$ cat config.mk
export PLATFORM = sky130hd
export DESIGN_NAME = qce_cordic
export DESIGN_NICKNAME = d
export VERILOG_FILES = /design/src/hw/rtl/qce_pkg.sv /design/src/hw/rtl/qce_cordic.sv
export SDC_FILE = /design/constraint.sdc
export NUM_CORES = 1
export LEC_CHECK = 0
export ABC_AREA = 1
export BUFFER_PORTS_ARGS = -buffer_cell sky130_fd_sc_hd__buf_2
export CORE_MARGIN = 3
export CORE_UTILIZATION = 65
export CTS_CLUSTER_SIZE = 40
export DETAILED_ROUTE_END_ITERATION = 6
export PLACE_DENSITY = 0.84
export SYNTH_ARGS = -nofsm -noshare
export SYNTH_HDL_FRONTEND = slang
export SYNTH_SLANG_ARGS = --single-unit
$ cat constraint.sdc
create_clock -name clock -period 10 [get_ports clock]
set_clock_uncertainty 0.2 [all_clocks]
set_input_delay 1 -clock clock [delete_from_list [all_inputs] [get_ports clock]]
set_output_delay 1 -clock clock [all_outputs]
set_load 0.005 [all_outputs]
$ cat src/hw/rtl/qce_pkg.sv
// shared constants, types and tables for the calibrated euler angle block
package qce_pkg;

   localparam int FRAC                 = 14;
   localparam int MAX_SAMPLES_DEFAULT  = 4096;
   localparam int CORDIC_STEPS_DEFAULT = 16;

   localparam int SUM_W   = 28;
   localparam int CNT_W   = 13;
   localparam int QIN_W   = 16;
   localparam int QR_W    = 20;
   localparam int ACC_W   = 34;
   localparam int PROD_W  = 40;
   localparam int TERM_W  = 48;
   localparam int ANG_W   = 15;
   localparam int PITCH_W = 14;
   localparam int Z_W     = 28;
   localparam int RAD_W   = 62;
   localparam int ROOT_W  = 31;
   localparam int M30_W   = 30;

   localparam int M30_SHIFT   = 30 - 2 * FRAC;
   localparam int ROLL_LIMIT  = 11520;
   localparam int PITCH_LIMIT = 5760;

   localparam logic [CNT_W-1:0]         SAMPLE_COUNT_RESET = 13'd100;
   localparam logic signed [QIN_W-1:0]  QUAT_ONE  = QIN_W'(1 << FRAC);
   localparam logic signed [ACC_W-1:0]  QUAT_HALF = ACC_W'(1 << (FRAC - 1));
   localparam logic signed [TERM_W-1:0] EUL_ONE   = TERM_W'(1) << (2 * FRAC);
   localparam logic [RAD_W-1:0]         SQRT_ONE  = RAD_W'(1) << 60;

   typedef enum logic [1:0] {
      OP_SAMPLE  = 2'd0,
      OP_MEASURE = 2'd1,
      OP_RAW     = 2'd2,
      OP_CLEAR   = 2'd3
   } op_type;

   typedef enum logic [1:0] {
      REG_SAMPLE_COUNT = 2'd0,
      REG_TARGET_BODY  = 2'd1
   } reg_index_type;

   // atan(2^-i) in degrees scaled by 2^16
   function automatic logic [21:0] atan_entry(input logic [4:0] i);
      logic [21:0] v;
      case (i)
         5'd0:    v = 22'd2949120;
         5'd1:    v = 22'd1740967;
         5'd2:    v = 22'd919879;
         5'd3:    v = 22'd466945;
         5'd4:    v = 22'd234379;
         5'd5:    v = 22'd117305;
         5'd6:    v = 22'd58666;
         5'd7:    v = 22'd29335;
         5'd8:    v = 22'd14668;
         5'd9:    v = 22'd7334;
         5'd10:   v = 22'd3667;
         5'd11:   v = 22'd1833;
         5'd12:   v = 22'd917;
         5'd13:   v = 22'd458;
         5'd14:   v = 22'd229;
         5'd15:   v = 22'd115;
         5'd16:   v = 22'd57;
         5'd17:   v = 22'd29;
         5'd18:   v = 22'd14;
         5'd19:   v = 22'd7;
         5'd20:   v = 22'd4;
         5'd21:   v = 22'd2;
         5'd22:   v = 22'd1;
         default: v = 22'd0;
      endcase
      return v;
   endfunction

   // sign of reference-times-input term k of the conjugate product
   // (component k[3:2], reference index k[1:0], input index k[1:0]^k[3:2])
   function automatic logic qmul_neg(input logic [3:0] k);
      logic n;
      case (k)
         4'd5, 4'd6, 4'd10, 4'd11, 4'd13, 4'd15: n = 1'b1;
         default:                                n = 1'b0;
      endcase
      return n;
   endfunction

   // operand pairs of the nine euler products: wz xy zz xx wx yz wy xz yy
   function automatic logic [1:0] eul_opa(input logic [3:0] k);
      logic [1:0] v;
      case (k)
         4'd0, 4'd4, 4'd6: v = 2'd0;
         4'd1, 4'd3, 4'd7: v = 2'd1;
         4'd5, 4'd8:       v = 2'd2;
         default:          v = 2'd3;
      endcase
      return v;
   endfunction

   function automatic logic [1:0] eul_opb(input logic [3:0] k);
      logic [1:0] v;
      case (k)
         4'd3, 4'd4:       v = 2'd1;
         4'd1, 4'd6, 4'd8: v = 2'd2;
         default:          v = 2'd3;
      endcase
      return v;
   endfunction

endpackage

$ cat src/hw/rtl/qce_cordic.sv
// vectoring cordic atan2, one micro-rotation per cycle, result in 1/64 degree
module qce_cordic #(
   parameter int CORDIC_STEPS = qce_pkg::CORDIC_STEPS_DEFAULT
) (
   input  logic                               clock,
   input  logic                               reset,
   input  logic                               start,
   input  logic                               narrow,
   input  logic signed [qce_pkg::TERM_W-1:0]  y_in,
   input  logic signed [qce_pkg::TERM_W-1:0]  x_in,
   output logic                               done,
   output logic signed [qce_pkg::ANG_W-1:0]   angle
);

   localparam int TW = qce_pkg::TERM_W;
   localparam int ZW = qce_pkg::Z_W;
   localparam int RW = ZW - 10;
   localparam int SW = (CORDIC_STEPS > 1) ? $clog2(CORDIC_STEPS) : 1;
   localparam logic signed [ZW-1:0] Z_QUARTER = ZW'(90 * 65536);
   localparam logic signed [ZW-1:0] Z_ROUND   = ZW'(512);

   logic                 busy_ff, busy_in;
   logic                 done_ff, done_in;
   logic                 narrow_ff, narrow_in;
   logic [SW-1:0]        step_ff, step_in;
   logic signed [TW-1:0] x_ff, x_in_r, y_ff, y_in_r;
   logic signed [ZW-1:0] z_ff, z_in;
   logic signed [qce_pkg::ANG_W-1:0] angle_ff, angle_in;

   logic [4:0]           idx;
   logic signed [TW-1:0] dx, dy, x_step, y_step;
   logic signed [ZW-1:0] tab, z_step, z_rnd;
   logic signed [RW-1:0] r, lim, r_clamp;

   always_comb begin
      idx = 5'(step_ff);
      dx  = y_ff >>> idx;
      dy  = x_ff >>> idx;
      tab = ZW'(qce_pkg::atan_entry(idx));
      if (y_ff > 0) begin
         x_step = x_ff + dx;
         y_step = y_ff - dy;
         z_step = z_ff + tab;
      end else begin
         x_step = x_ff - dx;
         y_step = y_ff + dy;
         z_step = z_ff - tab;
      end
      z_rnd = z_step + Z_ROUND;
      r     = RW'(z_rnd >>> 10);
      lim   = narrow_ff ? RW'(qce_pkg::PITCH_LIMIT) : RW'(qce_pkg::ROLL_LIMIT);
      if (r > lim) begin
         r_clamp = lim;
      end else if (r < -lim) begin
         r_clamp = -lim;
      end else begin
         r_clamp = r;
      end

      busy_in   = busy_ff;
      done_in   = 1'b0;
      narrow_in = narrow_ff;
      step_in   = step_ff;
      x_in_r    = x_ff;
      y_in_r    = y_ff;
      z_in      = z_ff;
      angle_in  = angle_ff;

      if (start) begin
         narrow_in = narrow;
         step_in   = '0;
         if (x_in == 0 && y_in == 0) begin
            done_in  = 1'b1;
            angle_in = '0;
         end else begin
            busy_in = 1'b1;
            // left half plane: pre-rotate by a quarter turn
            if (x_in < 0 && y_in >= 0) begin
               x_in_r = y_in;
               y_in_r = -x_in;
               z_in   = Z_QUARTER;
            end else if (x_in < 0) begin
               x_in_r = -y_in;
               y_in_r = x_in;
               z_in   = -Z_QUARTER;
            end else begin
               x_in_r = x_in;
               y_in_r = y_in;
               z_in   = '0;
            end
         end
      end else if (busy_ff) begin
         x_in_r  = x_step;
         y_in_r  = y_step;
         z_in    = z_step;
         step_in = step_ff + SW'(1);
         if (step_ff == SW'(CORDIC_STEPS - 1)) begin
            busy_in  = 1'b0;
            done_in  = 1'b1;
            angle_in = qce_pkg::ANG_W'(r_clamp);
         end
      end
   end

   always_ff @(posedge clock) begin
      if (reset) begin
         busy_ff <= 1'b0;
         done_ff <= 1'b0;
      end else begin
         busy_ff <= busy_in;
         done_ff <= done_in;
      end
      narrow_ff <= narrow_in;
      step_ff   <= step_in;
      x_ff      <= x_in_r;
      y_ff      <= y_in_r;
      z_ff      <= z_in;
      angle_ff  <= angle_in;
   end

   assign done  = done_ff;
   assign angle = angle_ff;

endmodule

==> impl_metrics.yaml <==
critical_path:
  critPathArrivalTime_ns: 7.27
  path_common_cell: "nand2_1"
  critPathMaxStageDelay_ns: 0.75
  crit_type: "flip-flop to flip-flop"
  crit_required_ns: 9.99
  slowest_stage: "o21ai_0"
  endpoint_kind: "flip-flop"
  cp-start-kind: "flip-flop"
  critPathMaxFanout: 43
cts:
  cts_tree: "yes"
  holdBufCountCts: 0
  cts-root-buf: "clkbuf_16"
  cts_buffer_depth: 2
  cts_setup_buffers: 0
  numCtsBuffers: 17
  clkTransAtPathRegs_ns: 0.08
  clkLatencyLatePin_ns: 0.51
  numClockSinks: 168
  cts_htree_levels: 4
  cts_resized: 0
sta:
  drv_slew: 0
  worstMarginPinSlew_ns: 1.23
  final_hold_viol_count: 0
  setup-violations-final: 0
  fin_crit_sh_pct: 72.8
  timing.fmax_mhz: 137
  min_period_ns: 7.28
  max-slew-margin-rel_pct: 17.8
  timing.hold.ws_ns: 0.452
  fin_setup_tns_ns: 0
  grt_setup_unrepaired: "no"
synthesis:
  syn_nets: 4573
  async_flop_share_pct: 0
  synthCells: 4325
  ys_seq_area_share_pct: 18.1
  ys_types: 71
  synth_seq_cells: 168
  synth_edf_count: 140
  synth_top_flop_cell: "edfxtp_1"
  yosysWarnings: 0
  netlist_area_mm2: 0.0263
  syn_avg_cell_area_um2: 6.08
layout:
  syn2layout_area_growth_pct: 4.85
  fill_cells: 3681
  final_cell_mix: "nand2_1, inv_1, nor2_1"
  final_common_cell: "nand2_1"
  layout-drive-gt1-share_pct: 7.69
  regArea_mm2: 0.00478
  fin_area_mm2: 0.0276
  final_nets: 4579
  multi_input_area_mm2: 0.0188
floorplan:
  rows: 73
  die_w_um: 207
  io_pins: 116
  start_util_pct: 66.1
  dieHeight_um: 207
  core_area_mm2: 0.0398
  die-area_mm2: 0.0429
global_routing:
  grt_max_degree: 82
  grt_pass1_wl_um: 156000
  antenna_found_initial: 6
  grt-ovfl-total: 0
  grt_use_total_pct: 45.9
  first_global_vias: 27600
drt:
  wl_per_cell_um: 21.1
  vias: 31000
  drt-total-wl_um: 103000
  dr.first_iter.drc_count: 5098
  route.detailed.drc: 12
  firstDrtPassIters: 7
  via_per_inst: 6.37
  final_antenna_net_count: 0
worst_hold_path:
  min_path_type: "primary input to flip-flop"
outcome:
  violations: "DRC"
  status: "finished with violations"
placed_design:
  placed_cell_area_mm2: 0.0270
  dp_hpwl_um: 82600
  portBuffers: 115
  gp_congestion: 1.09
flow_run:
  cap_viol_max_count: 0
routing by layer:
metal,up-vias,share of wire [%],global-route usage (%)
met3,323,16,17.6
li1,14600,-,-
met2,2213,39,63.3
met1,13900,40,64.7
met5,-,0.035,0
met4,6,4.1,17.3
registers in the layout, indices dropped and copies added (netlist names):
name       flops
x_ff          48
y_ff          48
z_ff          28
tab           22
angle         15
step_ff        4
busy_ff        1
done           1
narrow_ff      1
stage by stage:
stage	util, %	setup WS [ns]	cells
after detailed placement	67.8	3.12	4837
after CTS	69.3	3.21	4869
after global placement	67.8	3.24	4837
after global routing	69.3	2.50	4871
final	69.3	2.72	4871
after floorplan	-	1.35	4325
synth_stat cells (all sizes together), types with 6 or more instances:
cell type     n  share of area [%]
a21o         15               0.43
a21oi       315                6.0
a221oi       20               0.67
a22oi         8               0.29
a31oi        47                1.1
a32oi        11               0.37
and3          6               0.14
buf          76                1.8
clkbuf       76                1.1
dfxtp        28                2.1
edfxtp      140                 16
ha          145                6.9
inv         515                7.4
mux2i        58                2.4
nand2      1205                 17
nand3       200                3.9
nand3b       14               0.40
nand4        60                1.5
nor2        456                7.0
nor3         80                1.8
nor4         32               0.83
o211ai       26               0.74
o21a         16               0.46
o21ai       453                8.8
o221ai       26               0.87
o22ai        22               0.59
or2          35               0.83
xnor2        46                1.6
xor2        155                5.2
final cells by class:
| cell class | count | share of cell area (%) |
|---|---|---|
| multi-input combinational | 3487 | 68.3 |
| tap | 525 | 2.38 |
| sequential | 168 | 17.3 |
| timing repair buffer | 139 | 2.75 |
| antenna | 2 | 0.0181 |
| clock buffer | 17 | 1.54 |
| inverter | 518 | 7.07 |
| clock inverter | 15 | 0.617 |
worst max-delay path, delay by kind of cell (launching register included):
family / cells / cell delay [ns]
buffers and inverters: 2 / 0.52
and+or+nand+nor: 10 / 1.29
AOI/OAI and AO/OA: 14 / 3.38
adders and majority gates: 2 / 0.67
xor gates and xnor gates: 1 / 0.23
DFF: 1 / 0.60
cells by family (layout without fill, tap and decap cells):
group / after synthesis / count (layout) / share of synthesized area, %
and+or+nand+nor: 2093 / 2093 / 34.0
AOI/OAI and AO/OA: 987 / 987 / 21.3
DFF: 168 / 168 / 18.1
other: 0 / 2 / 0
adders and majority gates: 148 / 148 / 7.12
xor gates and xnor gates: 201 / 201 / 6.75
muxes: 58 / 58 / 2.43
buffers and inverters: 670 / 689 / 10.3
final timing paths:
| check | slack (ns) | cells past startpoint | endpoint | start |
|---|---|---|---|---|
| min | 0.45 | 2 | done | reset |
| min reg2reg | 0.51 | 2 | z_ff[0] | tab[0] |
| max reg2reg | 2.72 | 29 | x_ff[33] | step_ff[0] |
| max | 2.72 | 29 | x_ff[33] | step_ff[0] |
Power is left out: the tool's default activity adds up to more than one toggle a clock period on the data nets, which glitch-free logic cannot reach.
