`src/hw/rtl/qce_pkg.sv`:
```
// shared constants, types and tables for the calibrated euler angle block
package qce_pkg;

   localparam int FRAC                 = 14;
   localparam int MAX_SAMPLES_DEFAULT  = 4096;
   localparam int CORDIC_STEPS_DEFAULT = 16;

   localparam int SUM_W   = 28;
   localparam int CNT_W   = 13;
   localparam int QIN_W   = 16;
   localparam int QR_W    = 20;
   localparam int ACC_W   = 34;
   localparam int PROD_W  = 40;
   localparam int TERM_W  = 48;
   localparam int ANG_W   = 15;
   localparam int PITCH_W = 14;
   localparam int Z_W     = 28;
   localparam int RAD_W   = 62;
   localparam int ROOT_W  = 31;
   localparam int M30_W   = 30;

   localparam int M30_SHIFT   = 30 - 2 * FRAC;
   localparam int ROLL_LIMIT  = 11520;
   localparam int PITCH_LIMIT = 5760;

   localparam logic [CNT_W-1:0]         SAMPLE_COUNT_RESET = 13'd100;
   localparam logic signed [QIN_W-1:0]  QUAT_ONE  = QIN_W'(1 << FRAC);
   localparam logic signed [ACC_W-1:0]  QUAT_HALF = ACC_W'(1 << (FRAC - 1));
   localparam logic signed [TERM_W-1:0] EUL_ONE   = TERM_W'(1) << (2 * FRAC);
   localparam logic [RAD_W-1:0]         SQRT_ONE  = RAD_W'(1) << 60;

   typedef enum logic [1:0] {
      OP_SAMPLE  = 2'd0,
      OP_MEASURE = 2'd1,
      OP_RAW     = 2'd2,
      OP_CLEAR   = 2'd3
   } op_type;

   typedef enum logic [1:0] {
      REG_SAMPLE_COUNT = 2'd0,
      REG_TARGET_BODY  = 2'd1
   } reg_index_type;

   // atan(2^-i) in degrees scaled by 2^16
   function automatic logic [21:0] atan_entry(input logic [4:0] i);
      logic [21:0] v;
      case (i)
         5'd0:    v = 22'd2949120;
         5'd1:    v = 22'd1740967;
         5'd2:    v = 22'd919879;
         5'd3:    v = 22'd466945;
         5'd4:    v = 22'd234379;
         5'd5:    v = 22'd117305;
         5'd6:    v = 22'd58666;
         5'd7:    v = 22'd29335;
         5'd8:    v = 22'd14668;
         5'd9:    v = 22'd7334;
         5'd10:   v = 22'd3667;
         5'd11:   v = 22'd1833;
         5'd12:   v = 22'd917;
         5'd13:   v = 22'd458;
         5'd14:   v = 22'd229;
         5'd15:   v = 22'd115;
         5'd16:   v = 22'd57;
         5'd17:   v = 22'd29;
         5'd18:   v = 22'd14;
         5'd19:   v = 22'd7;
         5'd20:   v = 22'd4;
         5'd21:   v = 22'd2;
         5'd22:   v = 22'd1;
         default: v = 22'd0;
      endcase
      return v;
   endfunction

   // sign of reference-times-input term k of the conjugate product
   // (component k[3:2], reference index k[1:0], input index k[1:0]^k[3:2])
   function automatic logic qmul_neg(input logic [3:0] k);
      logic n;
      case (k)
         4'd5, 4'd6, 4'd10, 4'd11, 4'd13, 4'd15: n = 1'b1;
         default:                                n = 1'b0;
      endcase
      return n;
   endfunction

   // operand pairs of the nine euler products: wz xy zz xx wx yz wy xz yy
   function automatic logic [1:0] eul_opa(input logic [3:0] k);
      logic [1:0] v;
      case (k)
         4'd0, 4'd4, 4'd6: v = 2'd0;
         4'd1, 4'd3, 4'd7: v = 2'd1;
         4'd5, 4'd8:       v = 2'd2;
         default:          v = 2'd3;
      endcase
      return v;
   endfunction

   function automatic logic [1:0] eul_opb(input logic [3:0] k);
      logic [1:0] v;
      case (k)
         4'd3, 4'd4:       v = 2'd1;
         4'd1, 4'd6, 4'd8: v = 2'd2;
         default:          v = 2'd3;
      endcase
      return v;
   endfunction

endpackage

```
`src/hw/rtl/qce_sqrt.sv`:
```
// digit-by-digit integer square root, two radicand bits per cycle
module qce_sqrt (
   input  logic                         clock,
   input  logic                         reset,
   input  logic                         start,
   input  logic [qce_pkg::RAD_W-1:0]    radicand,
   output logic                         done,
   output logic [qce_pkg::ROOT_W-1:0]   root
);

   localparam int RW = qce_pkg::RAD_W;

   logic          busy_ff, busy_in;
   logic          done_ff, done_in;
   logic [RW-1:0] rem_ff, rem_in;
   logic [RW-1:0] res_ff, res_in;
   logic [RW-1:0] bit_ff, bit_in;
   logic [RW-1:0] trial;

   always_comb begin
      trial   = res_ff + bit_ff;
      busy_in = busy_ff;
      done_in = 1'b0;
      rem_in  = rem_ff;
      res_in  = res_ff;
      bit_in  = bit_ff;

      if (start) begin
         busy_in = 1'b1;
         rem_in  = radicand;
         res_in  = '0;
         bit_in  = RW'(1) << 60;
      end else if (busy_ff) begin
         if (rem_ff >= trial) begin
            rem_in = rem_ff - trial;
            res_in = (res_ff >> 1) + bit_ff;
         end else begin
            res_in = res_ff >> 1;
         end
         bit_in = bit_ff >> 2;
         if (bit_ff == RW'(1)) begin
            busy_in = 1'b0;
            done_in = 1'b1;
         end
      end
   end

   always_ff @(posedge clock) begin
      if (reset) begin
         busy_ff <= 1'b0;
         done_ff <= 1'b0;
      end else begin
         busy_ff <= busy_in;
         done_ff <= done_in;
      end
      rem_ff <= rem_in;
      res_ff <= res_in;
      bit_ff <= bit_in;
   end

   assign done = done_ff;
   assign root = res_ff[qce_pkg::ROOT_W-1:0];

endmodule

```
`config.mk`:
```
export PLATFORM = sky130hd
export DESIGN_NAME = qce_sqrt
export DESIGN_NICKNAME = d
export VERILOG_FILES = /design/src/hw/rtl/qce_pkg.sv /design/src/hw/rtl/qce_sqrt.sv
export SDC_FILE = /design/constraint.sdc
export NUM_CORES = 1
export LEC_CHECK = 0
export BUFFER_PORTS_ARGS = -buffer_cell sky130_fd_sc_hd__buf_4
export CAP_MARGIN = 30
export CELL_PAD_IN_SITES_DETAIL_PLACEMENT = 1
export CELL_PAD_IN_SITES_GLOBAL_PLACEMENT = 2
export CORE_MARGIN = 5
export CORE_UTILIZATION = 38
export CTS_BUF_LIST = sky130_fd_sc_hd__clkbuf_2 sky130_fd_sc_hd__clkbuf_4 sky130_fd_sc_hd__clkbuf_8
export DETAILED_ROUTE_END_ITERATION = 12
export PLACE_DENSITY = 0.9
export SETUP_SLACK_MARGIN = 0.4
export SYNTH_ARGS = -nofsm -noshare
export SYNTH_HDL_FRONTEND = slang
export SYNTH_SLANG_ARGS = --single-unit
```
`constraint.sdc`:
```
create_clock -name clock -period 12.48 [get_ports clock]
set_clock_uncertainty 0.1 [all_clocks]
set_input_delay 3.744 -clock clock [delete_from_list [all_inputs] [get_ports clock]]
set_output_delay 3.744 -clock clock [all_outputs]
set_load 0.005 [all_outputs]
```
==> results.md <==
- Total leakage power: 6.05 nW
- CTS H-Tree Depth: 4
- Commonest cells after routing, fill and taps aside: nand2_1 (193), nor2_1 (166), o21ai_0 (152)
- Sw Share: 0.498
- Hold_sp: res_ff[0]$_SDFFE_PP0P_
- Total instance count after detailed placement: 2395
- Data arrival time of the critical path: 7.35 ns
- Gr usage total: 0.239
- Cell count after synthesis: 1913
- Type of the worst setup path: flop to flop
- Share of total power in sequential cells: 0.258
- Fraction of final layout cells with drive strength greater than 1: 0.0995
- Total wire length after detailed routing: 53600 um
- Clk slew on worst S/H paths: 0.10 ns
- Number of cells on the worst reg-to-reg path: 21
- Endpoint of the lowest-slack register-to-register path: rem_ff[55]$_DFFE_PP_
- Register bit total from synthesis: 157
- Yosys warns: 0
- Syn nets: 2105
- Power share of the combinational group: 0.610
- Number of buffers between clock root and the deepest sink: 2
- Most frequent cell on the critical path: buf_4
- Slew Viols, Final: 0
- Worst path required time: 12.51 ns
- Internal power summed over all cells: 1.64 mW
- Crit path time final: 7.31 ns
- Post-CTS setup-driven buffer insertion count: 0
- Commonest non-fill, non-tap cell in the layout: nand2_1
- Worst-path maximum fanout: 62
- Initial antenna violation count: 1
- Top-level I/O count: 97
- Cell type group with the largest total delay on the critical path: compound AO/OA/AOI/OAI gates
- Clk network pwr share: 0.132
- Cell Area, Synth: 15000 um2
- Startpoint type of the worst setup path: flop
- Final routed wire length divided by cell count: 22.1 um
- Dpl hpwl: 41000 um
- Standard cell core area: 38900 um2
- Min-Delay Path Depth: 2
- Number of hold-repair buffers added at the cts stage: 0
- Length of the first detailed-routing pass in iterations: 6
- CP Buf/Inv Count: 3
- Total overflow reported by the global router: 0
- Max Cap Violations: 0
- Final design instance area without fill: 16200 um2
- Overall die height: 209 um
- Cell type of the slowest stage on the worst timing path: buf_4
- Global-route wire length before repair: 84900 um
- Chip Width: 209 um
- Starting Density: 0.386
- Min-Delay Path Class: flop to flop
- CP peak stage delay: 0.65 ns
- Part of the Yosys area used for sequential elements: 0.250
- Final number of setup-violating endpoints: 0
- Number of gates resized after CTS: 0
- Number of DRC markers after the initial detailed-route iteration: 1239
- Port buffer count: 96
- Root buffer cell: clkbuf_8
- Maximum ir drop on the vdd rail: 0.0773 mV
- Skew-Pair Late Insertion Delay: 0.52 ns
- Number of antenna-violating nets in the routed design: 0
- DRC violations left: 0
- Net switching power: 1.63 mW
- Number of global-route vias before repair: 15000
- FMAX: 137 MHz
- Actual transition at the worst max-transition pin: 0.969 ns
- Via-to-Cell Ratio: 6.24
- Post-place instance area: 15800 um2
- Hold EP: res_ff[0]$_SDFFE_PP0P_
- Most frequently used flop master after synthesis: dfxtp_1
- Setup TNS Final: 0 ns
- Number of sinks handled by clock tree synthesis: 157
- Unrepaired setup endpoints after global routing: no
- Count of flip-flops with a built-in enable after synthesis: 62
- Setup slack of the most critical reg-to-reg path: 5.17 ns
- Reg2reg start: res_ff[20]$_SDFFE_PP0P_
- Number of buffers created by CTS: 17
- Outcome: complete, no violations
- Post-route insts no fill: 2428
- Maximum number of pins on one net before global-route repair: 83
- Via count: 15100
- Full die area: 43600 um2
- # nets final: 2088
- Power per standard cell area: 201 nW/um2
- Syn-to-layout area delta: 8.00%
- Proportion of register bits with asynchronous set or reset after synthesis: 0
- Number of rows created at floorplan: 72
- Share of the clock period used by the worst path after layout: 0.586
- Average size of a mapped cell: 7.86 um2
- Critical Path, Cell by Cell: ha_1 -> and2_1 -> a2111oi_0 -> o31a_1 -> o21bai_1 -> o211ai_1 -> nand2_1 -> o41ai_1 -> nor2b_1 -> xnor2_1 -> ha_1 -> nand4_1 -> or4_1 -> o41ai_2 -> o311ai_1 -> a21boi_2 -> buf_4 -> nor3_4 -> buf_4 -> o21ai_4 -> buf_4
- Final weighted congestion in routability-driven placement: 0.935
- Slew headroom: 0.354
- CTS tree: built
- Setup crit end kind: flop
- Count of final hold-check violations: 0
- Netlist cell types: 81
[registers in the layout (all words and copies together), names as in the netlist]
register,count
busy_ff,1
done,1
bit_ff,31
res_ff,62
rem_ff,62
[per-layer routing]
layer	track usage	wire, um	share of wire	up-vias
met5	0	0	0	-
met4	0.0763	1400	0.026	0
li1	-	-	-	7189
met1	0.348	25900	0.48	7530
met2	0.371	23800	0.44	365
met3	0.0273	2480	0.046	64
[worst register-to-register path, delay by kind of cell, from the launching register on]
| kind | cells | cell delay, ns |
|---|---|---|
| compound gates | 9 | 2.56 |
| buf+inv | 3 | 1.16 |
| xor+xnor | 1 | 0.16 |
| flops | 1 | 0.59 |
| simple gates | 6 | 1.43 |
| fa+ha+maj | 2 | 0.81 |
[how the worst max path moves through the flow]
stage | from | to | slack [ns] | cells after the start
final | res_ff[20]$_SDFFE_PP0P_ | rem_ff[55]$_DFFE_PP_ | 5.17 | 21
after CTS | res_ff[2]$_SDFFE_PP0P_ | rem_ff[55]$_DFFE_PP_ | 5.25 | 20
after global routing | res_ff[2]$_SDFFE_PP0P_ | res_ff[32]$_SDFFE_PP0P_ | 4.87 | 20
after detailed placement | res_ff[20]$_SDFFE_PP0P_ | rem_ff[61]$_DFFE_PP_ | 5.32 | 21
after global placement | res_ff[2]$_SDFFE_PP0P_ | rem_ff[50]$_DFFE_PP_ | 5.52 | 20
after floorplan | res_ff[2]$_SDFFE_PP0P_ | rem_ff[0]$_DFFE_PP_ | 2.45 | 21
[power groups by stage]
stage               logic [mW]  clock network [mW]  registers (mW)
finish                    1.99               0.433           0.842
global route              2.19               0.460           0.854
CTS                       1.97               0.442           0.836
detailed placement        1.95                   0           0.847
global placement          1.90                   0           0.841
floorplan                 1.49                   0           0.783
[synth_stat cells, types with 27 or more instances]
cell type	instances	share of area
nand2_1	193	0.048
nor2_1	166	0.041
o21ai_0	153	0.051
a21oi_1	139	0.046
ha_1	126	0.10
dfxtp_1	95	0.13
clkbuf_1	89	0.022
xor2_1	68	0.040
a31oi_1	62	0.026
edfxtp_1	62	0.12
xnor2_1	58	0.034
nor3_1	57	0.019
nand4_1	49	0.020
inv_1	38	0.0095
mux2i_1	38	0.025
nand3_1	33	0.011
a211oi_1	32	0.016
buf_4	32	0.016
o21bai_1	30	0.015
a21o_1	29	0.014
o31ai_1	27	0.013
or3_1	27	0.011
[cell families (layout without fill, tap and decap cells)]
kind of cell | after synthesis | after routing | synth area share
AOI/OAI and AO/OA | 659 | 659 | 0.292
xor gates and xnor gates | 126 | 126 | 0.0734
adders and majority gates | 127 | 127 | 0.106
buffers and inverters | 185 | 181 | 0.0571
DFF | 157 | 157 | 0.250
muxes | 44 | 44 | 0.0298
other | 0 | 1 | 0
and+or+nand+nor | 615 | 615 | 0.191
[per-stage QoR]
stage | util | setup slack [ns] | hold WS (ns) | power, mW
after global placement | 0.406 | 5.52 | 0.391 | 2.74
after floorplan | - | 2.45 | 0.378 | 2.28
final | 0.417 | 5.17 | 0.417 | 3.27
after CTS | 0.417 | 5.25 | 0.420 | 3.25
after global routing | 0.417 | 4.87 | 0.461 | 3.50
after detailed placement | 0.406 | 5.32 | 0.406 | 2.80
[layout make-up]
class	count	area (um2)
Clock buffer	21	283
Sequential cell	157	3770
Fill cell	4802	22700
Inverter	38	143
Clock inverter	11	130
Timing Repair Buffer	111	840
Multi-Input combinational cell	1571	10400
Tap cell	518	648
Antenna cell	1	2.50
No activity file was read; power rests on OpenSTA's default activity.
