## src/hw/rtl/qce_pkg.sv

```systemverilog
// shared constants, types and tables for the calibrated euler angle block
package qce_pkg;

   localparam int FRAC                 = 14;
   localparam int MAX_SAMPLES_DEFAULT  = 4096;
   localparam int CORDIC_STEPS_DEFAULT = 16;

   localparam int SUM_W   = 28;
   localparam int CNT_W   = 13;
   localparam int QIN_W   = 16;
   localparam int QR_W    = 20;
   localparam int ACC_W   = 34;
   localparam int PROD_W  = 40;
   localparam int TERM_W  = 48;
   localparam int ANG_W   = 15;
   localparam int PITCH_W = 14;
   localparam int Z_W     = 28;
   localparam int RAD_W   = 62;
   localparam int ROOT_W  = 31;
   localparam int M30_W   = 30;

   localparam int M30_SHIFT   = 30 - 2 * FRAC;
   localparam int ROLL_LIMIT  = 11520;
   localparam int PITCH_LIMIT = 5760;

   localparam logic [CNT_W-1:0]         SAMPLE_COUNT_RESET = 13'd100;
   localparam logic signed [QIN_W-1:0]  QUAT_ONE  = QIN_W'(1 << FRAC);
   localparam logic signed [ACC_W-1:0]  QUAT_HALF = ACC_W'(1 << (FRAC - 1));
   localparam logic signed [TERM_W-1:0] EUL_ONE   = TERM_W'(1) << (2 * FRAC);
   localparam logic [RAD_W-1:0]         SQRT_ONE  = RAD_W'(1) << 60;

   typedef enum logic [1:0] {
      OP_SAMPLE  = 2'd0,
      OP_MEASURE = 2'd1,
      OP_RAW     = 2'd2,
      OP_CLEAR   = 2'd3
   } op_type;

   typedef enum logic [1:0] {
      REG_SAMPLE_COUNT = 2'd0,
      REG_TARGET_BODY  = 2'd1
   } reg_index_type;

   // atan(2^-i) in degrees scaled by 2^16
   function automatic logic [21:0] atan_entry(input logic [4:0] i);
      logic [21:0] v;
      case (i)
         5'd0:    v = 22'd2949120;
         5'd1:    v = 22'd1740967;
         5'd2:    v = 22'd919879;
         5'd3:    v = 22'd466945;
         5'd4:    v = 22'd234379;
         5'd5:    v = 22'd117305;
         5'd6:    v = 22'd58666;
         5'd7:    v = 22'd29335;
         5'd8:    v = 22'd14668;
         5'd9:    v = 22'd7334;
         5'd10:   v = 22'd3667;
         5'd11:   v = 22'd1833;
         5'd12:   v = 22'd917;
         5'd13:   v = 22'd458;
         5'd14:   v = 22'd229;
         5'd15:   v = 22'd115;
         5'd16:   v = 22'd57;
         5'd17:   v = 22'd29;
         5'd18:   v = 22'd14;
         5'd19:   v = 22'd7;
         5'd20:   v = 22'd4;
         5'd21:   v = 22'd2;
         5'd22:   v = 22'd1;
         default: v = 22'd0;
      endcase
      return v;
   endfunction

   // sign of reference-times-input term k of the conjugate product
   // (component k[3:2], reference index k[1:0], input index k[1:0]^k[3:2])
   function automatic logic qmul_neg(input logic [3:0] k);
      logic n;
      case (k)
         4'd5, 4'd6, 4'd10, 4'd11, 4'd13, 4'd15: n = 1'b1;
         default:                                n = 1'b0;
      endcase
      return n;
   endfunction

   // operand pairs of the nine euler products: wz xy zz xx wx yz wy xz yy
   function automatic logic [1:0] eul_opa(input logic [3:0] k);
      logic [1:0] v;
      case (k)
         4'd0, 4'd4, 4'd6: v = 2'd0;
         4'd1, 4'd3, 4'd7: v = 2'd1;
         4'd5, 4'd8:       v = 2'd2;
         default:          v = 2'd3;
      endcase
      return v;
   endfunction

   function automatic logic [1:0] eul_opb(input logic [3:0] k);
      logic [1:0] v;
      case (k)
         4'd3, 4'd4:       v = 2'd1;
         4'd1, 4'd6, 4'd8: v = 2'd2;
         default:          v = 2'd3;
      endcase
      return v;
   endfunction

endpackage

```

## src/hw/rtl/qce_div.sv

```systemverilog
// restoring divider for the calibration averages, one quotient bit per cycle
module qce_div (
   input  logic                              clock,
   input  logic                              reset,
   input  logic                              start,
   input  logic signed [qce_pkg::SUM_W-1:0]  dividend,
   input  logic [qce_pkg::CNT_W-1:0]         divisor,
   output logic                              done,
   output logic signed [qce_pkg::QIN_W-1:0]  quotient
);

   localparam int NW = qce_pkg::SUM_W;
   localparam int DW = qce_pkg::CNT_W;
   localparam int CW = $clog2(NW);

   logic          busy_ff, busy_in;
   logic          done_ff, done_in;
   logic          neg_ff, neg_in;
   logic [CW-1:0] cnt_ff, cnt_in;
   logic [NW-1:0] num_ff, num_in;
   logic [NW-1:0] quo_ff, quo_in;
   logic [DW-1:0] rem_ff, rem_in;
   logic [DW-1:0] div_ff, div_in;
   logic signed [qce_pkg::QIN_W-1:0] res_ff, res_in;

   logic [DW:0]   trial;
   logic          ge;
   logic [NW-1:0] quo_next;

   always_comb begin
      trial    = {rem_ff, num_ff[NW-1]};
      ge       = trial >= {1'b0, div_ff};
      quo_next = {quo_ff[NW-2:0], ge};

      busy_in = busy_ff;
      done_in = 1'b0;
      neg_in  = neg_ff;
      cnt_in  = cnt_ff;
      num_in  = num_ff;
      quo_in  = quo_ff;
      rem_in  = rem_ff;
      div_in  = div_ff;
      res_in  = res_ff;

      if (start) begin
         busy_in = 1'b1;
         neg_in  = dividend < 0;
         num_in  = dividend < 0 ? NW'(-dividend) : NW'(dividend);
         quo_in  = '0;
         rem_in  = '0;
         div_in  = divisor;
         cnt_in  = '0;
      end else if (busy_ff) begin
         rem_in = ge ? DW'(trial - {1'b0, div_ff}) : trial[DW-1:0];
         num_in = {num_ff[NW-2:0], 1'b0};
         quo_in = quo_next;
         cnt_in = cnt_ff + CW'(1);
         if (cnt_ff == CW'(NW - 1)) begin
            busy_in = 1'b0;
            done_in = 1'b1;
            // truncation toward zero, then wrap to the quaternion width
            res_in  = neg_ff ? qce_pkg::QIN_W'(-quo_next) : qce_pkg::QIN_W'(quo_next);
         end
      end
   end

   always_ff @(posedge clock) begin
      if (reset) begin
         busy_ff <= 1'b0;
         done_ff <= 1'b0;
      end else begin
         busy_ff <= busy_in;
         done_ff <= done_in;
      end
      neg_ff <= neg_in;
      cnt_ff <= cnt_in;
      num_ff <= num_in;
      quo_ff <= quo_in;
      rem_ff <= rem_in;
      div_ff <= div_in;
      res_ff <= res_in;
   end

   assign done     = done_ff;
   assign quotient = res_ff;

endmodule

```

## config.mk

```make
export PLATFORM = sky130hd
export DESIGN_NAME = qce_div
export DESIGN_NICKNAME = d
export VERILOG_FILES = /design/src/hw/rtl/qce_pkg.sv /design/src/hw/rtl/qce_div.sv
export SDC_FILE = /design/constraint.sdc
export NUM_CORES = 1
export LEC_CHECK = 0
export BUFFER_PORTS_ARGS = -buffer_cell sky130_fd_sc_hd__buf_2
export CORE_MARGIN = 2
export CORE_UTILIZATION = 45
export CTS_CLUSTER_SIZE = 25
export DETAILED_ROUTE_END_ITERATION = 10
export HOLD_SLACK_MARGIN = 0.08
export SYNTH_ARGS = -nofsm -noshare
export SYNTH_HDL_FRONTEND = slang
export SYNTH_SLANG_ARGS = --single-unit
```

## constraint.sdc

```tcl
create_clock -name clock -period 4.1 [get_ports clock]
set_input_delay 0.205 -clock clock [delete_from_list [all_inputs] [get_ports clock]]
set_output_delay 0.205 -clock clock [all_outputs]
set_load 0.02 [all_outputs]
```

==> metrics.log, run 1 <==
INFO  metric maximum_number_of_pins_on_one_net_before_global_route_repair = 100
INFO  metric drt.antenna.violating_nets = 0
INFO  metric dr_wl_met2 = 5.21 mm
INFO  metric floorplan.initialDensity = 0.457
INFO  metric number_of_enable_type_register_cells_in_the_synthesized_netlist = 58
INFO  metric achievable-frequency = 279 MHz
INFO  metric placement_rows = 39
INFO  metric netlist_instances = about 500
INFO  metric critPathBufInv = 1
INFO  metric clkLatencyLatePin = 0.34 ns
INFO  metric antennaDiodeCount = 0
INFO  metric tritoncts = done
INFO  metric maximum_level_of_the_cts_h_tree = 3
INFO  metric wire_length_of_the_first_global_routing_pass = between 15 and 20 mm
INFO  metric final_common_cell = sky130_fd_sc_hd__nor2_1
INFO  metric number_of_i_o_port_buffers = 60
INFO  metric globalRouteOverflowTotal = 0
INFO  metric clock-sinks = 93
INFO  metric synth.top_cell.area_share = 0.338
INFO  metric period_share = 0.875
INFO  metric final_core_utilization = 0.532
INFO  metric worstPathCellList = inv_1, ha_1, fa_1, nand2b_1, a21oi_1, o21a_1, o311a_4, nor2_4, ha_1, nand2_1, or3_1, nand2b_1, o41ai_1, xnor2_1
INFO  metric post_cts_resize_count = 0
INFO  metric ys_seq_elements = just over 90
INFO  metric wire_per_inst = approximately 15 um
INFO  metric hold_violations = 0
INFO  metric worstSetupStartpointType = flip-flop
INFO  metric endpoint_kind = flip-flop
INFO  metric post-route-drc-count = 0
INFO  metric worst_max_slew_pin_slew = 1.07 ns
INFO  metric gr-usage-all-layers = 0.184
INFO  metric synth.cell_area = 5150 um2
INFO  metric tritoncts.num_buffers = 9
INFO  metric detailroute.wirelength.met3 = between 400 and 500 um
INFO  metric clock_skew = about 0.0062 ns
INFO  metric rsz0062_at_grt = no
INFO  metric ys_seq_area_frac = 0.474
INFO  metric finalWirelength = 11.0 mm
INFO  metric ys_types = 68
INFO  metric synth-warning-count = 0
INFO  metric top_signal_layer_used = met4
INFO  metric cts.path.max_buffers = 2
INFO  metric proportion_of_register_bits_with_asynchronous_set_or_reset_after_synthesis = 0
INFO  metric criticalPathCategory = reg2reg
INFO  metric grt_antenna_before_repair = 0
INFO  metric syn_to_final_growth = 16.4%
INFO  metric met1Wirelength = 5.11 mm
INFO  metric run_status = completed
INFO  metric timing.final.max_slew_violations = 0
INFO  metric slowest_stage = sky130_fd_sc_hd__o311a_4
INFO  metric dp.cells = 692
INFO  metric p_per_cell_area = roughly 370 nW/um2
INFO  metric finalSetupViolations = 0
INFO  metric cp_top_family = compound AO/OA/AOI/OAI gates
INFO  metric gp_routability_congestion = between 0.9 and 1
INFO  metric aggregate_negative_setup_slack = 0 ns
INFO  metric drtIter0Drc = 179
INFO  metric instances_no_fill = 722
INFO  metric design.final.nets = 635
INFO  metric cp.arrival = between 3 and 4 ns
INFO  metric netlist.top_cell.by_area = sky130_fd_sc_hd__edfxtp_1
INFO  metric layout.cells.most_common_list = sky130_fd_sc_hd__nor2_1 (65), sky130_fd_sc_hd__buf_2 (60), sky130_fd_sc_hd__edfxtp_1 (58)
INFO  metric clk_pin_slew_worst_paths = ~0.070 ns
INFO  metric critical-path-max-stage-delay = 0.41 ns
INFO  metric worst_slew_margin_rel = 0.283
INFO  metric synthesis.area_per_instance = 10.1 um2
INFO  metric num_vias = 3991
INFO  metric die_height = ~110 um
INFO  metric coreArea = 11300 um2
INFO  metric first_pass_iters = 4
INFO  metric dp_hpwl = 7.65 mm
INFO  metric netlist_top_cells_area = sky130_fd_sc_hd__edfxtp_1 (34%), sky130_fd_sc_hd__dfxtp_1 (14%), sky130_fd_sc_hd__nor2_1 (4.7%)
INFO  metric vdd.ir_drop.worst = 0.278 mV
INFO  metric route.detailed.vias_per_inst = approximately 5.5
INFO  metric chipWidth = 111 um
INFO  metric hold_class = in2reg
INFO  metric i_o_pin_count = just over 60
INFO  metric vias_in_the_first_global_route = 3848
INFO  metric max_cap_violations = 0
INFO  metric timing.final.crit_period = ~3.6 ns
INFO  metric die_footprint = 12300 um2
INFO  metric synth-main-ff-cell = sky130_fd_sc_hd__edfxtp_1
INFO  metric leakagePower = ~2.4 nW
INFO  metric cts_root_buf = sky130_fd_sc_hd__clkbuf_16
INFO  metric critical_path.max_fanout = 15
INFO  metric worstPathRequired = ~4.2 ns
INFO  metric postSynthNetCount = 570
INFO  metric drive_above_1_share = 0.174
-- what timing repair did --
action                                  4_1_cts  5_1_grt
hold endpoints to repair                     15        0
endpoints found under the setup margin        0        0
setup buffers                                 0        0
hold buffers                                 14        0
-- state kept, by name (all words and copies together), names as in the netlist --
register	count
busy_ff	1
cnt_ff	5
div_ff	13
done	1
neg_ff	1
num_ff	28
quo_ff	15
quotient	16
rem_ff	13
-- stage by stage --
stage | area, um2 | total power, W | setup slack, ns | hold slack, ns
2_1_floorplan | 5150 | 0.00132 | 1.02 | 0.277
3_3_place_gp | 5560 | 0.00140 | 0.712 | 0.382
3_5_place_dp | 5560 | 0.00141 | 0.548 | 0.384
4_1_cts | 6000 | 0.00224 | 0.540 | 0.168
5_1_grt | 6000 | 0.00232 | 0.319 | 0.191
6_report | 6000 | 0.00222 | 0.511 | 0.179
-- final timing paths --
path | startpoint | to | slack (ns) | cells after the start
setup / recovery | num_ff[27]$_DFFE_PP_ | quotient[12]$_DFFE_PP_ | 0.51 | 14
hold / removal | dividend[0] | num_ff[0]$_SDFFCE_PN0P_ | 0.18 | 2
setup reg to reg | num_ff[27]$_DFFE_PP_ | quotient[12]$_DFFE_PP_ | 0.51 | 14
hold reg to reg | rem_ff[8]$_SDFFE_PP0P_ | rem_ff[8]$_SDFFE_PP0P_ | 0.49 | 2
-- cell usage after synthesis, types with 2 or more instances --
cell / instances
sky130_fd_sc_hd__nor2_1: 65
sky130_fd_sc_hd__edfxtp_1: 58
sky130_fd_sc_hd__a21oi_1: 35
sky130_fd_sc_hd__dfxtp_1: 35
sky130_fd_sc_hd__nand2_1: 29
sky130_fd_sc_hd__xor2_1: 27
sky130_fd_sc_hd__inv_1: 22
sky130_fd_sc_hd__clkbuf_1: 19
sky130_fd_sc_hd__xnor2_1: 19
sky130_fd_sc_hd__mux2i_1: 17
sky130_fd_sc_hd__o21ai_0: 17
sky130_fd_sc_hd__ha_1: 16
sky130_fd_sc_hd__o31ai_1: 14
sky130_fd_sc_hd__nor3_1: 11
sky130_fd_sc_hd__a311oi_1: 7
sky130_fd_sc_hd__nand3_1: 7
sky130_fd_sc_hd__nand4_1: 7
sky130_fd_sc_hd__o211ai_1: 7
sky130_fd_sc_hd__and2_1: 6
sky130_fd_sc_hd__nand2b_1: 6
sky130_fd_sc_hd__o41ai_1: 6
sky130_fd_sc_hd__or3_1: 6
sky130_fd_sc_hd__nor2b_1: 5
sky130_fd_sc_hd__o21a_1: 5
sky130_fd_sc_hd__a211oi_1: 3
sky130_fd_sc_hd__a21o_1: 3
sky130_fd_sc_hd__o21bai_1: 3
sky130_fd_sc_hd__or2_2: 3
sky130_fd_sc_hd__or4_1: 3
sky130_fd_sc_hd__a31oi_1: 2
sky130_fd_sc_hd__and3_1: 2
sky130_fd_sc_hd__buf_1: 2
sky130_fd_sc_hd__nand4b_1: 2
sky130_fd_sc_hd__nor4_1: 2
sky130_fd_sc_hd__nor4b_1: 2
sky130_fd_sc_hd__o31ai_2: 2
sky130_fd_sc_hd__o41ai_2: 2
sky130_fd_sc_hd__or4_4: 2
-- routing by layer --
layer / vias to the layer above / GRT usage
met3: 21 / 0.0394
met1: 1880 / 0.232
met2: 88 / 0.303
met5: - / 0
met4: 0 / 0.0825
li1: 2002 / -
-- power breakdown --
part	leakage, nW	switching [W]	total (W)	internal, W
Clock	0.146	0.000368	0.000821	0.000453
Sequential	0.843	0.0000244	0.00108	0.00106
Combinational	1.37	0.000185	0.000321	0.000136
-- final cells by class --
cell class / instances / area (um2)
multi-input combinational: 371 / 2540
clock buffer: 11 / 254
fill: 1044 / 5280
timing repair buffer: 77 / 463
inverter: 22 / 82.6
tap: 143 / 179
clock inverter: 5 / 37.5
sequential: 93 / 2440
-- cell families (layout without fill, tap and decap cells) --
kind of cell             count (synthesis)  count (layout)  synth area share
adder cells (fa/ha/maj)                 17              17            0.0428
AO/OA/AOI/OAI                          121             121             0.166
AND/OR/NAND/NOR                        169             169             0.169
multiplexers                            18              18            0.0352
buffers and inverters                   45             115            0.0345
XOR/XNOR                                46              46            0.0782
flip-flops                              93              93             0.474
(Power assumes the default switching activity.)
==> run 2, diff against run 1 <==
CORE_UTILIZATION = 40   (was 45)
CTS_CLUSTER_DIAMETER = 50   (was unset)
==> run 2 against run 1 <==
  * Clock skew about the same
  * Design area up 0.63%
  * First-iteration DRC count is 2.8% higher
  * Register-to-register slack got worse by 0.02 ns
  * Largest power group unchanged
  * Sequential share of layout area shrank 0.25 points
  * Largest cell class unchanged
  * Maximum frequency shrank 0.50%
==> metrics.log, run 2 (synthesis gave the netlist of run 1 again) <==
INFO  metric largest-register = num_ff
INFO  metric globalRouteOverflowTotal = 0 (unchanged)
INFO  metric maximum_level_of_the_cts_h_tree = 3 (unchanged)
INFO  metric cts_root_buf = sky130_fd_sc_hd__clkbuf_16
INFO  metric worstSetupStartpointType = flip-flop
INFO  metric nFillCells = 1206 (+16%)
INFO  metric worst-r2r-cell-count = 14 (unchanged)
INFO  metric timing.final.crit_period = 3.61 ns (+0.0181 ns)
INFO  metric grt_antenna_before_repair = 0 (unchanged)
INFO  metric vdd.ir_drop.worst = 0.194 mV (-30%)
INFO  metric worst_slew_margin_rel = 0.287 (+0.00401)
INFO  metric p_per_cell_area = 366 nW/um2 (-1.2%)
INFO  metric syn_to_final_growth = 17.2%
INFO  metric worstPathRequired = 4.19 ns (about the same)
INFO  metric i_o_pin_count = 61 (unchanged)
INFO  metric design.final.nets = 636 (+0.16%)
INFO  metric endpoint_kind = flip-flop
INFO  metric wire_per_inst = 14.9 um (-2.4%)
INFO  metric tritoncts = done
INFO  metric finalSetupViolations = 0 (unchanged)
INFO  metric first_pass_iters = 5 (+1)
INFO  metric place_worst_setup_slack = 0.524 ns (-0.0246 ns)
INFO  metric power_frac_seq = 0.489 (+0.003)
INFO  metric drtIter0Drc = 184 (+2.8%)
INFO  metric critical_path.max_fanout = 15 (unchanged)
INFO  metric postCtsSetupBuffers = 0 (unchanged)
INFO  metric num_vias = 4028 (+0.93%)
INFO  metric finalWirelength = 11.2 mm (+1.6%)
INFO  metric cp.arrival = 3.70 ns (+0.02 ns)
INFO  metric rrSetupSlack = 0.49 ns (-0.02 ns)
INFO  metric timing.hold.worst.start = dividend[0]
INFO  metric p_int = 0.00164 W (-0.27%)
INFO  metric leakagePower = 2.36 nW (+0.14%)
INFO  metric clock_skew = 0.00613 ns (-0.000109 ns)
INFO  metric power_frac_clock = 0.366 (-0.003)
INFO  metric route.detailed.vias_per_inst = 5.36 (-3.1%)
INFO  metric post_layout_worst_setup_margin = 0.493 ns (-0.0181 ns)
INFO  metric aggregate_negative_setup_slack = 0 ns (unchanged)
INFO  metric gp_routability_congestion = 0.877 (-7.8%)
INFO  metric die_height = 117 um (+5.8%)
INFO  metric post_cts_resize_count = 0 (unchanged)
INFO  metric r2r_start = num_ff[27]$_DFFE_PP_
INFO  metric chipWidth = 117 um (+5.8%)
INFO  metric hold_class = in2reg
INFO  metric placement_rows = 41 (+5.1%)
INFO  metric worst_max_slew_pin_slew = 1.07 ns (-0.00601 ns)
INFO  metric floorplan.initialDensity = 0.408 (-0.0488)
INFO  metric net_sw_power = 0.000569 W (-1.5%)
INFO  metric run_status = completed
INFO  metric achievable-frequency = 277 MHz (-0.50%)
INFO  metric wire_length_of_the_first_global_routing_pass = 18.3 mm (+0.42%)
INFO  metric dp.cells = 722 (+4.3%)
INFO  metric post-route-drc-count = 0 (unchanged)
INFO  metric antennaDiodeCount = 0 (unchanged)
INFO  metric maximum_number_of_pins_on_one_net_before_global_route_repair = 100 (unchanged)
INFO  metric clkLatencyLatePin = 0.35 ns (about the same)
INFO  metric tritoncts.num_buffers = 9 (unchanged)
INFO  metric criticalPathCategory = reg2reg
INFO  metric rsz0062_at_grt = no
INFO  metric drt.antenna.violating_nets = 0 (unchanged)
INFO  metric vias_in_the_first_global_route = 3789 (-1.5%)
INFO  metric whs_endpoint = num_ff[0]$_SDFFCE_PN0P_
INFO  metric period_share = 0.880 (+0.00442)
INFO  metric hold_violations = 0 (unchanged)
INFO  metric drive_above_1_share = 0.176 (+0.00142)
INFO  metric max_cap_violations = 0 (unchanged)
INFO  metric final_core_utilization = 0.478 (-0.0538)
INFO  metric critical_path.reg2reg.endpoint = quotient[12]$_DFFE_PP_
INFO  metric cts.path.max_buffers = 2 (unchanged)
INFO  metric dp_hpwl = 7.64 mm (-0.12%)
INFO  metric worstHoldPathCells = 2 (unchanged)
INFO  metric area_of_combinational_cells_with_multiple_inputs = 2540 um2 (unchanged)
INFO  metric seqCellArea = 2440 um2 (unchanged)
INFO  metric die_footprint = 13800 um2 (+12%)
INFO  metric largest_reg_flops = 28 (unchanged)
INFO  metric final_common_cell = sky130_fd_sc_hd__nor2_1
INFO  metric instances_no_fill = 752 (+4.2%)
INFO  metric power.switching_fraction = 0.257 (-0.00239)
INFO  metric clk_pin_slew_worst_paths = 0.07 ns (about the same)
INFO  metric coreArea = 12600 um2 (+12%)
INFO  metric layout.cells.most_common_list = sky130_fd_sc_hd__nor2_1 (65), sky130_fd_sc_hd__buf_2 (60), sky130_fd_sc_hd__edfxtp_1 (58)
INFO  metric number_of_i_o_port_buffers = 60 (unchanged)
INFO  metric gr-usage-all-layers = 0.164 (-0.0197)
INFO  metric timing.final.max_slew_violations = 0 (unchanged)
INFO  metric clock-sinks = 93 (unchanged)
INFO  metric combinationalPowerShare = 0.145 (about the same)
## run 2: layout make-up
type                            count  share of cell area
Clock buffer                       12              0.0425
Clock inverter                      4             0.00477
Inverter                           22              0.0137
Sequential cell                    93               0.405
Multi-Input combinational cell    371               0.421
Tap cell                          172              0.0357
Timing Repair Buffer               78              0.0780
## run 2: worst max-delay path, cell delays in order, from the launching register on
cell and delay, ns:
sky130_fd_sc_hd__edfxtp_1 0.35, sky130_fd_sc_hd__inv_1 0.08, sky130_fd_sc_hd__ha_1 0.18, sky130_fd_sc_hd__fa_1 0.20
sky130_fd_sc_hd__nand2b_1 0.20, sky130_fd_sc_hd__a21oi_1 0.16, sky130_fd_sc_hd__o21a_1 0.24, sky130_fd_sc_hd__o311a_4 0.42
sky130_fd_sc_hd__nor2_4 0.27, sky130_fd_sc_hd__ha_1 0.21, sky130_fd_sc_hd__nand2_1 0.06, sky130_fd_sc_hd__or3_1 0.36
sky130_fd_sc_hd__nand2b_1 0.20, sky130_fd_sc_hd__o41ai_1 0.32, sky130_fd_sc_hd__xnor2_1 0.10
## run 2: metal layers
layer,share of wire,global-route usage,up-vias
met5,0,0,-
met4,0.021,0.0700,0
met3,0.043,0.0320,19
met2,0.47,0.270,96
met1,0.46,0.211,1895
li1,-,-,2018
## run 2: stage by stage
stage          total power (W)  hold WS [ns]  cell area (um2)
2_1_floorplan          0.00132         0.277             5150
3_3_place_gp           0.00140         0.382             5610
3_5_place_dp           0.00141         0.384             5610
4_1_cts                0.00223         0.160             6030
5_1_grt                0.00231         0.165             6030
6_report               0.00221         0.168             6030
## run 2: how the worst max path moves through the flow
stage                               from                      to  slack [ns]  cells past startpoint
detailed placement  num_ff[27]$_DFFE_PP_  quotient[12]$_DFFE_PP_        0.52                     14
floorplan           num_ff[27]$_DFFE_PP_  quotient[12]$_DFFE_PP_        1.02                     14
finish              num_ff[27]$_DFFE_PP_  quotient[12]$_DFFE_PP_        0.49                     14
global placement    num_ff[27]$_DFFE_PP_  quotient[12]$_DFFE_PP_        0.65                     14
global route        num_ff[27]$_DFFE_PP_  quotient[12]$_DFFE_PP_        0.32                     14
CTS                 num_ff[27]$_DFFE_PP_  quotient[12]$_DFFE_PP_        0.51                     14
## run 2: power by group through the flow
stage | Clock, W | Sequential (W) | Combinational, W
2_1_floorplan | 0 | 0.00109 | 0.000225
3_3_place_gp | 0 | 0.00110 | 0.000302
3_5_place_dp | 0 | 0.00110 | 0.000308
4_1_cts | 0.000832 | 0.00108 | 0.000321
5_1_grt | 0.000862 | 0.00109 | 0.000357
6_report | 0.000809 | 0.00108 | 0.000321
## run 2: what timing repair did
| item | 4_1_cts | 5_1_grt |
|---|---|---|
| hold endpoints to repair | 15 | 0 |
| hold buffers | 14 | 0 |
| setup endpoints to repair | 0 | 0 |
==> run 3, diff against run 2 <==
PLACE_DENSITY_LB_ADDON = 0.05   (was unset)
==> run 3 against run 2 <==
  * Flip-flop and latch count unchanged
  * Critical path type unchanged
  * Critical path depth unchanged
  * Critical endpoint unchanged
  * Design area rose by 0.60%
  * Maximum frequency increased by 1.7%
  * First-iteration DRC count up 14%
  * Largest power group unchanged
  * Clock-buffer cell count decreased by 1
  * Clock skew rose by 0.0016 ns
  * Global-route usage is essentially flat
==> metrics.log, run 3 (synthesis gave the netlist of run 1 again) <==
INFO  metric cts.path.max_buffers = 2 (unchanged)
INFO  metric wire_length_of_the_first_global_routing_pass = 18.3 mm (-0.53%)
INFO  metric placement_rows = 41 (unchanged)
INFO  metric num_vias = 3953 (-1.9%)
INFO  metric critical_path.max_fanout = 15 (unchanged)
INFO  metric final_common_cell = sky130_fd_sc_hd__nor2_1
INFO  metric chipWidth = 117 um (unchanged)
INFO  metric p_per_cell_area = 376 nW/um2 (+2.6%)
INFO  metric gp_routability_congestion = 0.903 (+2.9%)
INFO  metric gr-usage-all-layers = 0.164 (about the same)
INFO  metric final_core_utilization = 0.481 (+0.00288)
INFO  metric antennaDiodeCount = 0 (unchanged)
INFO  metric cp.arrival = 3.64 ns (-0.06 ns)
INFO  metric route.detailed.vias_per_inst = 5.26 (-1.9%)
INFO  metric dr_wl_met2 = 5.35 mm (+0.72%)
INFO  metric vdd.ir_drop.worst = 0.236 mV (+21%)
INFO  metric achievable-frequency = 282 MHz (+1.7%)
INFO  metric design.final.nets = 636 (unchanged)
INFO  metric finalSetupViolations = 0 (unchanged)
INFO  metric fin_total_pwr = 0.00228 W (+3.2%)
INFO  metric leakagePower = 2.38 nW (+0.76%)
INFO  metric clock_skew = 0.00773 ns (+0.00160 ns)
INFO  metric clock-sinks = 93 (unchanged)
INFO  metric post-route-drc-count = 0 (unchanged)
INFO  metric postCtsSetupBuffers = 0 (unchanged)
INFO  metric tritoncts.num_buffers = 9 (unchanged)
INFO  metric number_of_i_o_port_buffers = 60 (unchanged)
INFO  metric die_height = 117 um (unchanged)
INFO  metric maximum_number_of_pins_on_one_net_before_global_route_repair = 80 (-20%)
INFO  metric post_cts_resize_count = 0 (unchanged)
INFO  metric max_cap_violations = 0 (unchanged)
INFO  metric grt_antenna_before_repair = 0 (unchanged)
INFO  metric hold_class = in2reg
INFO  metric worstPathRequired = 4.19 ns (about the same)
INFO  metric drtIter0Drc = 209 (+14%)
INFO  metric worstSetupStartpointType = flip-flop
INFO  metric finalWirelength = 11.1 mm (-1.1%)
INFO  metric worst_max_slew_pin_slew = 1.10 ns (+0.0333 ns)
INFO  metric criticalPathCategory = reg2reg
INFO  metric first_pass_iters = 4 (-1)
INFO  metric dp_hpwl = 7.73 mm (+1.2%)
INFO  metric i_o_pin_count = 61 (unchanged)
INFO  metric maximum_level_of_the_cts_h_tree = 3 (unchanged)
INFO  metric top_signal_layer_used = met4
INFO  metric cts_root_buf = sky130_fd_sc_hd__clkbuf_16
INFO  metric aggregate_negative_setup_slack = 0 ns (unchanged)
INFO  metric detailroute.wirelength.met3 = 422 um (-12%)
INFO  metric drt.antenna.violating_nets = 0 (unchanged)
INFO  metric rrSetupSlack = 0.55 ns (+0.06 ns)
INFO  metric endpoint_kind = flip-flop
INFO  metric hold_violations = 0 (unchanged)
INFO  metric globalRouteOverflowTotal = 0 (unchanged)
INFO  metric layout.cells.most_common_list = sky130_fd_sc_hd__nor2_1 (65), sky130_fd_sc_hd__buf_2 (59), sky130_fd_sc_hd__edfxtp_1 (58)
INFO  metric syn_to_final_growth = 17.9%
INFO  metric tritoncts = done
INFO  metric run_status = completed
INFO  metric floorplan.initialDensity = 0.408 (unchanged)
INFO  metric timing.final.crit_period = 3.55 ns (-0.0613 ns)
INFO  metric vias_in_the_first_global_route = 3791 (+0.053%)
INFO  metric wire_per_inst = 14.8 um (-1.1%)
INFO  metric worst_slew_margin_rel = 0.265 (-0.0222)
INFO  metric coreArea = 12600 um2 (unchanged)
INFO  metric clkLatencyLatePin = 0.35 ns (about the same)
INFO  metric clk_pin_slew_worst_paths = 0.07 ns (about the same)
INFO  metric die_footprint = 13800 um2 (unchanged)
INFO  metric met1Wirelength = 5.14 mm (-0.87%)
INFO  metric largest_reg_flops = 28 (unchanged)
INFO  metric rsz0062_at_grt = no
INFO  metric timing.final.max_slew_violations = 0 (unchanged)
INFO  metric drive_above_1_share = 0.178 (+0.00172)
INFO  metric largest-register = num_ff
INFO  metric period_share = 0.865 (-0.0150)
-- run 3: changes by cell type in the layout (fill, tap and decap cells not counted), sizes merged --
cell / before / now
clkinv: 1 / 3
inv: 25 / 23
bufinv: 0 / 1
clkbuf: 12 / 11
-- run 3: final cells by class --
cell class / instances / area (um2)
fillers: 1241 / 6550
multi-input cells: 371 / 2540
flip-flops and latches: 93 / 2440
repair buffers: 78 / 473
clock buffers: 11 / 264
well taps: 172 / 215
inverters: 22 / 82.6
clock inverters: 5 / 55.1
-- run 3: timing repair --
action | 4_1_cts | 5_1_grt
endpoints found under the setup margin | 0 | 0
hold buffers | 14 | 0
endpoints found under the hold margin | 15 | 0
-- run 3: worst max-delay path, cell delays in order (launching register included) --
cell and delay (ns):
sky130_fd_sc_hd__edfxtp_1 0.36, sky130_fd_sc_hd__inv_1 0.08, sky130_fd_sc_hd__ha_1 0.19, sky130_fd_sc_hd__fa_1 0.21, sky130_fd_sc_hd__nand2b_1 0.18, sky130_fd_sc_hd__a21oi_1 0.15, sky130_fd_sc_hd__o21a_1 0.24, sky130_fd_sc_hd__o311a_4 0.41
sky130_fd_sc_hd__nor2_4 0.26, sky130_fd_sc_hd__ha_1 0.21, sky130_fd_sc_hd__nand2_1 0.06, sky130_fd_sc_hd__or3_1 0.34, sky130_fd_sc_hd__nand2b_1 0.19, sky130_fd_sc_hd__o41ai_1 0.32, sky130_fd_sc_hd__xnor2_1 0.10
-- run 3: through the flow --
stage	instance area [um2]	hold WS, ns	setup slack [ns]	cells
after floorplan	5150	0.277	1.02	509
after global placement	5610	0.381	0.683	722
after detailed placement	5610	0.383	0.570	722
after CTS	6070	0.152	0.550	752
after global routing	6070	0.169	0.279	752
final	6070	0.167	0.554	752
-- run 3: per-layer routing --
layer / vias up / GRT usage
met5: - / 0
met3: 16 / 0.0431
met4: 0 / 0.0557
met2: 69 / 0.286
met1: 1867 / 0.197
li1: 2001 / -
-- run 3: final timing paths --
path,to,depth (start not counted),startpoint
max,quotient[12]$_DFFE_PP_,14,num_ff[27]$_DFFE_PP_
min reg2reg,rem_ff[12]$_SDFFE_PP0P_,2,rem_ff[12]$_SDFFE_PP0P_
max reg2reg,quotient[12]$_DFFE_PP_,14,num_ff[27]$_DFFE_PP_
min,num_ff[0]$_SDFFCE_PN0P_,2,dividend[0]
-- run 3: power breakdown --
| part | leakage, nW | internal, W | switching (W) |
|---|---|---|---|
| logic | 1.37 | 0.000136 | 0.000183 |
| clock network | 0.161 | 0.000525 | 0.000356 |
| registers | 0.843 | 0.00106 | 0.0000235 |
